## src/design/rcsb_pkg.sv

```systemverilog
package rcsb_pkg;

    // Frame buffer geometry
    localparam int MAX_WIDTH  = 640;
    localparam int MAX_HEIGHT = 480;
    localparam int FB_DEPTH   = MAX_WIDTH * MAX_HEIGHT;
    localparam int ADDR_W     = $clog2(FB_DEPTH);

    // Field widths
    localparam int PIX_W = 24;
    localparam int CRD_W = 12;          // signed coordinate fields
    localparam int SUM_W = CRD_W + 1;   // coordinate plus rectangle offset
    localparam int CNT_W = CRD_W - 1;   // rectangle offset counters
    localparam int IW_W  = 10;          // image_width register
    localparam int IH_W  = 9;           // image_height register
    localparam int CFG_W = 10;          // widest register

    // Register reset values
    localparam logic [IW_W-1:0] RST_IMG_WIDTH  = 10'd640;
    localparam logic [IH_W-1:0] RST_IMG_HEIGHT = 9'd480;

    // Register indexes
    localparam logic CFG_IMG_WIDTH  = 1'b0;
    localparam logic CFG_IMG_HEIGHT = 1'b1;

    typedef enum logic [1:0] {
        OP_WRITE = 2'd0,
        OP_READ  = 2'd1,
        OP_COPY  = 2'd2,
        OP_SWAP  = 2'd3
    } op_t;

    typedef enum logic {
        ST_DONE  = 1'b0,
        ST_RANGE = 1'b1
    } status_t;

    // Memory access from the sequencer
    typedef struct packed {
        logic              rd_en;
        logic [ADDR_W-1:0] rd_addr;
        logic              wr_en;
        logic [ADDR_W-1:0] wr_addr;
        logic [PIX_W-1:0]  wr_data;
    } mem_req_t;

    // Finished result handed to the output register
    typedef struct packed {
        logic             valid;
        status_t          status;
        logic [PIX_W-1:0] pixel;
    } res_t;

    // Coordinate lies in [0, lim)
    function automatic logic in_range(input logic [SUM_W-1:0] c, input logic [IW_W-1:0] lim);
        return !c[SUM_W-1] && (c[SUM_W-2:0] < CRD_W'(lim));
    endfunction

    // Linear address y * w + x of an in-range pixel
    function automatic logic [ADDR_W-1:0] pix_addr(input logic [SUM_W-1:0] x,
                                                   input logic [SUM_W-1:0] y,
                                                   input logic [IW_W-1:0]  w);
        logic [ADDR_W-1:0] prod;
        prod = ADDR_W'(y[IH_W-1:0]) * ADDR_W'(w);
        return prod + ADDR_W'(x[IW_W-1:0]);
    endfunction

endpackage

```

## src/design/rcsb_seq.sv

```systemverilog
module rcsb_seq
    import rcsb_pkg::*;
(
    input  logic                    clk,
    input  logic                    rst_n,
    input  logic                    in_valid,
    output logic                    busy,
    input  op_t                     operation,
    input  logic signed [CRD_W-1:0] src_x,
    input  logic signed [CRD_W-1:0] src_y,
    input  logic signed [CRD_W-1:0] rect_width,
    input  logic signed [CRD_W-1:0] rect_height,
    input  logic signed [CRD_W-1:0] dst_x,
    input  logic signed [CRD_W-1:0] dst_y,
    input  logic [PIX_W-1:0]        pixel_in,
    input  logic [IW_W-1:0]         img_w,
    input  logic [IH_W-1:0]         img_h,
    output mem_req_t                mem_req,
    input  logic [PIX_W-1:0]        mem_rd_data,
    output res_t                    res,
    input  logic                    res_take
);

    typedef enum logic [3:0] {
        S_IDLE,
        S_CHECK,
        S_WR_PIX,
        S_RD_PIX,
        S_CAPT,
        S_RD_SRC,
        S_WR_DST,
        S_RD_DST,
        S_SWP_DST,
        S_SWP_SRC,
        S_DONE
    } state_t;

    state_t                  state_reg, state_next;
    op_t                     op_reg, op_next;
    logic signed [CRD_W-1:0] sx0_reg, sx0_next, sy0_reg, sy0_next;
    logic signed [CRD_W-1:0] dx0_reg, dx0_next, dy0_reg, dy0_next;
    logic [PIX_W-1:0]        pin_reg, pin_next;
    logic [CNT_W-1:0]        rw_m1_reg, rw_m1_next, rh_m1_reg, rh_m1_next;
    logic [CNT_W-1:0]        xi_reg, xi_next, yi_reg, yi_next;
    logic [ADDR_W-1:0]       sa_reg, sa_next, da_reg, da_next;
    logic [PIX_W-1:0]        hold_reg, hold_next;
    status_t                 status_reg, status_next;
    logic [PIX_W-1:0]        pixel_reg, pixel_next;

    logic [CRD_W-1:0] rw_dec, rh_dec;
    logic             rect_empty, is_blit;
    logic [SUM_W-1:0] sx, sy, dx, dy;
    logic             src_ok, dst_ok;
    logic             y_last, x_last;

    // Request decode
    assign rw_dec     = rect_width - CRD_W'(1);
    assign rh_dec     = rect_height - CRD_W'(1);
    assign rect_empty = rect_width[CRD_W-1] || (rect_width == '0)
                     || rect_height[CRD_W-1] || (rect_height == '0);
    assign is_blit    = (op_reg == OP_COPY) || (op_reg == OP_SWAP);

    // Current pixel coordinates and bounds check
    assign sx = {sx0_reg[CRD_W-1], sx0_reg} + SUM_W'(xi_reg);
    assign sy = {sy0_reg[CRD_W-1], sy0_reg} + SUM_W'(yi_reg);
    assign dx = {dx0_reg[CRD_W-1], dx0_reg} + SUM_W'(xi_reg);
    assign dy = {dy0_reg[CRD_W-1], dy0_reg} + SUM_W'(yi_reg);

    assign src_ok = in_range(sx, img_w) && in_range(sy, IW_W'(img_h));
    assign dst_ok = in_range(dx, img_w) && in_range(dy, IW_W'(img_h));

    assign y_last = (yi_reg == rh_m1_reg);
    assign x_last = (xi_reg == rw_m1_reg);

    assign busy = (state_reg != S_IDLE);
    assign res  = '{valid: (state_reg == S_DONE), status: status_reg, pixel: pixel_reg};

    // Next state and memory requests
    always_comb
    begin
        state_next  = state_reg;
        op_next     = op_reg;
        sx0_next    = sx0_reg;
        sy0_next    = sy0_reg;
        dx0_next    = dx0_reg;
        dy0_next    = dy0_reg;
        pin_next    = pin_reg;
        rw_m1_next  = rw_m1_reg;
        rh_m1_next  = rh_m1_reg;
        xi_next     = xi_reg;
        yi_next     = yi_reg;
        sa_next     = sa_reg;
        da_next     = da_reg;
        hold_next   = hold_reg;
        status_next = status_reg;
        pixel_next  = pixel_reg;
        mem_req     = '0;

        case (state_reg)
            S_IDLE:
            begin
                if (in_valid)
                begin
                    op_next     = operation;
                    sx0_next    = src_x;
                    sy0_next    = src_y;
                    dx0_next    = dst_x;
                    dy0_next    = dst_y;
                    pin_next    = pixel_in;
                    rw_m1_next  = rw_dec[CNT_W-1:0];
                    rh_m1_next  = rh_dec[CNT_W-1:0];
                    xi_next     = '0;
                    yi_next     = '0;
                    status_next = ST_DONE;
                    pixel_next  = '0;
                    if ((operation inside {OP_COPY, OP_SWAP}) && rect_empty)
                    begin
                        state_next = S_DONE;
                    end
                    else
                    begin
                        state_next = S_CHECK;
                    end
                end
            end

            S_CHECK:
            begin
                sa_next = pix_addr(sx, sy, img_w);
                da_next = pix_addr(dx, dy, img_w);
                if (!dst_ok || (is_blit && !src_ok))
                begin
                    status_next = ST_RANGE;
                    state_next  = S_DONE;
                end
                else
                begin
                    case (op_reg)
                        OP_WRITE: state_next = S_WR_PIX;
                        OP_READ:  state_next = S_RD_PIX;
                        default:  state_next = S_RD_SRC;
                    endcase
                end
            end

            S_WR_PIX:
            begin
                mem_req.wr_en   = 1'b1;
                mem_req.wr_addr = da_reg;
                mem_req.wr_data = pin_reg;
                state_next      = S_DONE;
            end

            S_RD_PIX:
            begin
                mem_req.rd_en   = 1'b1;
                mem_req.rd_addr = da_reg;
                state_next      = S_CAPT;
            end

            S_CAPT:
            begin
                pixel_next = mem_rd_data;
                state_next = S_DONE;
            end

            S_RD_SRC:
            begin
                mem_req.rd_en   = 1'b1;
                mem_req.rd_addr = sa_reg;
                state_next      = (op_reg == OP_SWAP) ? S_RD_DST : S_WR_DST;
            end

            // swap: source value arrives, fetch destination
            S_RD_DST:
            begin
                mem_req.rd_en   = 1'b1;
                mem_req.rd_addr = da_reg;
                hold_next       = mem_rd_data;
                state_next      = S_SWP_DST;
            end

            S_SWP_DST:
            begin
                mem_req.wr_en   = 1'b1;
                mem_req.wr_addr = da_reg;
                mem_req.wr_data = hold_reg;
                hold_next       = mem_rd_data;
                state_next      = S_SWP_SRC;
            end

            S_WR_DST, S_SWP_SRC:
            begin
                mem_req.wr_en = 1'b1;
                if (state_reg == S_WR_DST)
                begin
                    mem_req.wr_addr = da_reg;
                    mem_req.wr_data = mem_rd_data;
                end
                else
                begin
                    mem_req.wr_addr = sa_reg;
                    mem_req.wr_data = hold_reg;
                end
                // column-major walk: y inner, x outer
                if (!y_last)
                begin
                    yi_next    = yi_reg + CNT_W'(1);
                    state_next = S_CHECK;
                end
                else if (!x_last)
                begin
                    yi_next    = '0;
                    xi_next    = xi_reg + CNT_W'(1);
                    state_next = S_CHECK;
                end
                else
                begin
                    state_next = S_DONE;
                end
            end

            S_DONE:
            begin
                if (res_take)
                begin
                    state_next = S_IDLE;
                end
            end

            default:
            begin
                state_next = S_IDLE;
            end
        endcase
    end

    always_ff @(posedge clk or negedge rst_n)
    begin
        if (!rst_n)
        begin
            state_reg  <= S_IDLE;
            op_reg     <= OP_WRITE;
            sx0_reg    <= '0;
            sy0_reg    <= '0;
            dx0_reg    <= '0;
            dy0_reg    <= '0;
            pin_reg    <= '0;
            rw_m1_reg  <= '0;
            rh_m1_reg  <= '0;
            xi_reg     <= '0;
            yi_reg     <= '0;
            sa_reg     <= '0;
            da_reg     <= '0;
            hold_reg   <= '0;
            status_reg <= ST_DONE;
            pixel_reg  <= '0;
        end
        else
        begin
            state_reg  <= state_next;
            op_reg     <= op_next;
            sx0_reg    <= sx0_next;
            sy0_reg    <= sy0_next;
            dx0_reg    <= dx0_next;
            dy0_reg    <= dy0_next;
            pin_reg    <= pin_next;
            rw_m1_reg  <= rw_m1_next;
            rh_m1_reg  <= rh_m1_next;
            xi_reg     <= xi_next;
            yi_reg     <= yi_next;
            sa_reg     <= sa_next;
            da_reg     <= da_next;
            hold_reg   <= hold_next;
            status_reg <= status_next;
            pixel_reg  <= pixel_next;
        end
    end

endmodule

```

## config.mk

```make
export PLATFORM = sky130hd
export DESIGN_NAME = rcsb_seq
export DESIGN_NICKNAME = d
export VERILOG_FILES = /design/src/design/rcsb_pkg.sv /design/src/design/rcsb_seq.sv
export SDC_FILE = /design/constraint.sdc
export NUM_CORES = 1
export LEC_CHECK = 0
export CORE_ASPECT_RATIO = 1.1
export CORE_MARGIN = 2
export CORE_UTILIZATION = 50
export DETAILED_ROUTE_END_ITERATION = 16
export DONT_BUFFER_PORTS = 1
export HOLD_SLACK_MARGIN = 0.03
export PLACE_DENSITY = 0.65
export SLEW_MARGIN = 25
export SYNTH_ARGS = -nofsm -noshare
export SYNTH_HDL_FRONTEND = slang
export SYNTH_SLANG_ARGS = --single-unit
```

## constraint.sdc

```tcl
create_clock -name clk -period 6.5 [get_ports clk]
set_input_delay 0.975 -clock clk [delete_from_list [all_inputs] [get_ports clk]]
set_output_delay 0.975 -clock clk [all_outputs]
set_load 0.1 [all_outputs]
```

==> flow_metrics.tcl <==
set metrics [dict create \
    crit_slowest_cell "fa_1" \
    synthesis.instances 2121 \
    clockBufferDepth 3 \
    first_pass_iters 6 \
    worstPathArrival_ps 7050 \
    synthTopCellsByArea "dfrtp_1 (28%), fa_1 (14%), ha_1 (13%)" \
    crit_top_cell "fa_1" \
    async_reset_ff_frac 1.00 \
    clk_pin_slew_ps 80 \
    finalClockSkew_ps 19.1 \
    utilization 0.561 \
    netlist_area_mm2 0.0188 \
    nNetsFinal 2613 \
    fin_area_mm2 0.0208 \
    maxSlewHeadroom 0.317 \
    setup_viol 1 \
    drt-initial-drc-count 793 \
    synth_top_area_frac 0.278 \
    yosysTopAreaCell "dfrtp_1" \
    violations "setup timing" \
    postSynthNetCount 2586 \
    core_mm2 0.0371 \
    ys_top_cells_by_count "nand2_1 (439), inv_1 (212), dfrtp_1 (209)" \
    slowest_delay_ps 530 \
    wire_per_inst_um 19.4 \
    dp_hpwl_um 40200 \
    rows 74 \
    cts_root_buf "clkbuf_16" \
    rsz0062_at_grt "yes" \
    end_kind "flop" \
    port_buffers 0 \
    ant_nets 0 \
    crit_type "flop to flop" \
    cts_tree "built" \
    path_max_fanout 4 \
    ys_warn_count 0 \
    ys_seq_area_frac 0.278 \
    boundaryPins 236 \
    dpl_cell_area_mm2 0.0198 \
    die_w_um 189 \
    drive_gt1_frac 0.105 \
    area_growth_pct 10.7 \
    synth_edf_count 0 \
    antenna_found_initial 1 \
    synth.avg_cell_area_um2 8.87 \
    ys_types 74 \
    cp-start-kind "flop" \
    cts_made_buffers 24 \
    hold_viol_final 0 \
    worst_slack_ps -152 \
    synth_ff_type "dfrtp_1" \
    min_period_ps 6650 \
    synth_most_common_cell "nand2_1" \
    clkSinkCount 209 \
    finalMaxSlewViolations 0 \
    cp.required_ps 6900 \
    clk_latency_ps 540 \
    maxCapViolations 0 \
    via_per_inst 5.68 \
    fin_crit_sh 1.02 \
    fp.dieH_um 207 \
    fmax_mhz 150 \
    worstMarginPinSlew_ps 1030 \
    globalplace.congestion 0.900 \
    grt_start_max_net_pins 210 \
    grt_pass1_wl_um 82400 \
    num_antenna_cells 0 \
    grt.total_usage 0.264 \
    vias 15100 \
    routed_wl_um 51600 \
    drc 0 \
    die_area_mm2 0.0392 \
    hp-class "input pin to async pin" \
    overflow 0 \
    initial_core_util 0.507 \
    grt_pass1_vias 15300 \
    cts_max_level 1 \
    ys_ff_latch 209 \
    status "complete, but fails checks" \
]
-- through the flow --
step	setup WS [ps]	setup TNS [ps]	hold slack, ps	instances
5_1_grt	-458	-2170	112	2657
2_1_floorplan	-10.2	-10.2	447	2121
3_3_place_gp	-39.3	-39.3	460	2610
4_1_cts	-58.5	-58.5	106	2651
6_report	-152	-152	145	2657
3_5_place_dp	-176	-282	463	2610
-- cells by family (layout without fill, tap and decap cells) --
kind of cell               after synthesis  after routing  share of synthesized area
AOI/OAI and AO/OA                      361            361                      0.132
xor gates and xnor gates               115            115                     0.0535
adders and majority gates              320            320                      0.265
buffers and inverters                  302            344                     0.0606
DFF                                    209            209                      0.278
muxes                                   37             37                     0.0220
and+or+nand+nor                        777            777                      0.189
-- worst max-delay path, delay by kind of cell (launching register included) --
| family | cells | cell delay (ps) |
|---|---|---|
| fa+ha+maj | 8 | 3220 |
| compound gates | 10 | 1610 |
| simple gates | 4 | 740 |
| xor+xnor | 2 | 390 |
| flops | 1 | 360 |
| buf+inv | 4 | 170 |
-- final cells by class --
cell class                 count  area [um2]
clock buffer                  31         667
clock inverter                10         125
fill                        3367       16300
inverter                     214         803
multi-input combinational   1610       12700
sequential                   209        5230
tap                          494         618
timing repair buffer          89         692
-- routing by layer --
layer  part of all wire  wire (um)  vias up  global-route usage
met2               0.49      25200      447               0.451
li1                   -          -     7171                   -
met5            0.00015          8        -                   0
met3              0.056       2880       86              0.0409
met1               0.42      21800     7398               0.343
met4              0.033       1700        2              0.0878
-- worst paths after layout --
kind	from	endpoint	slack [ps]	cells past startpoint
min	rst_n	sa_reg[18]	140	0
max	yi_reg[0]	da_reg[18]	-150	28
min in group clk	pin_reg[22]	pin_reg[22]	480	2
max reg2reg	yi_reg[0]	da_reg[18]	-150	28
max in group asynchronous	rst_n	sx0_reg[10]	5580	0
min reg2reg	pin_reg[22]	pin_reg[22]	480	2
-- cells in the final DEF (no fill, tap or decap), types with 54 or more instances in the layout --
cell / synthesis / layout
nor2_1: 81 / 79
xor2_1: 56 / 54
o21ai_0: 105 / 102
ha_1: 190 / 185
dfrtp_1: 209 / 209
buf_4: 1 / 87
xnor2_1: 59 / 55
and2_1: 103 / 101
nand2_1: 439 / 438
inv_1: 212 / 209
a21oi_1: 56 / 54
fa_1: 130 / 129
-- timing repair --
item                                    CTS  global route
buffers inserted                          0             6
hold buffers                              0             0
endpoints found under the setup margin    6            14
pin swaps                                 1            15
gates resized for setup                   6            23
Power is not shown: default switching activity piles up to over one toggle a cycle in this logic, so the estimate is an artifact.
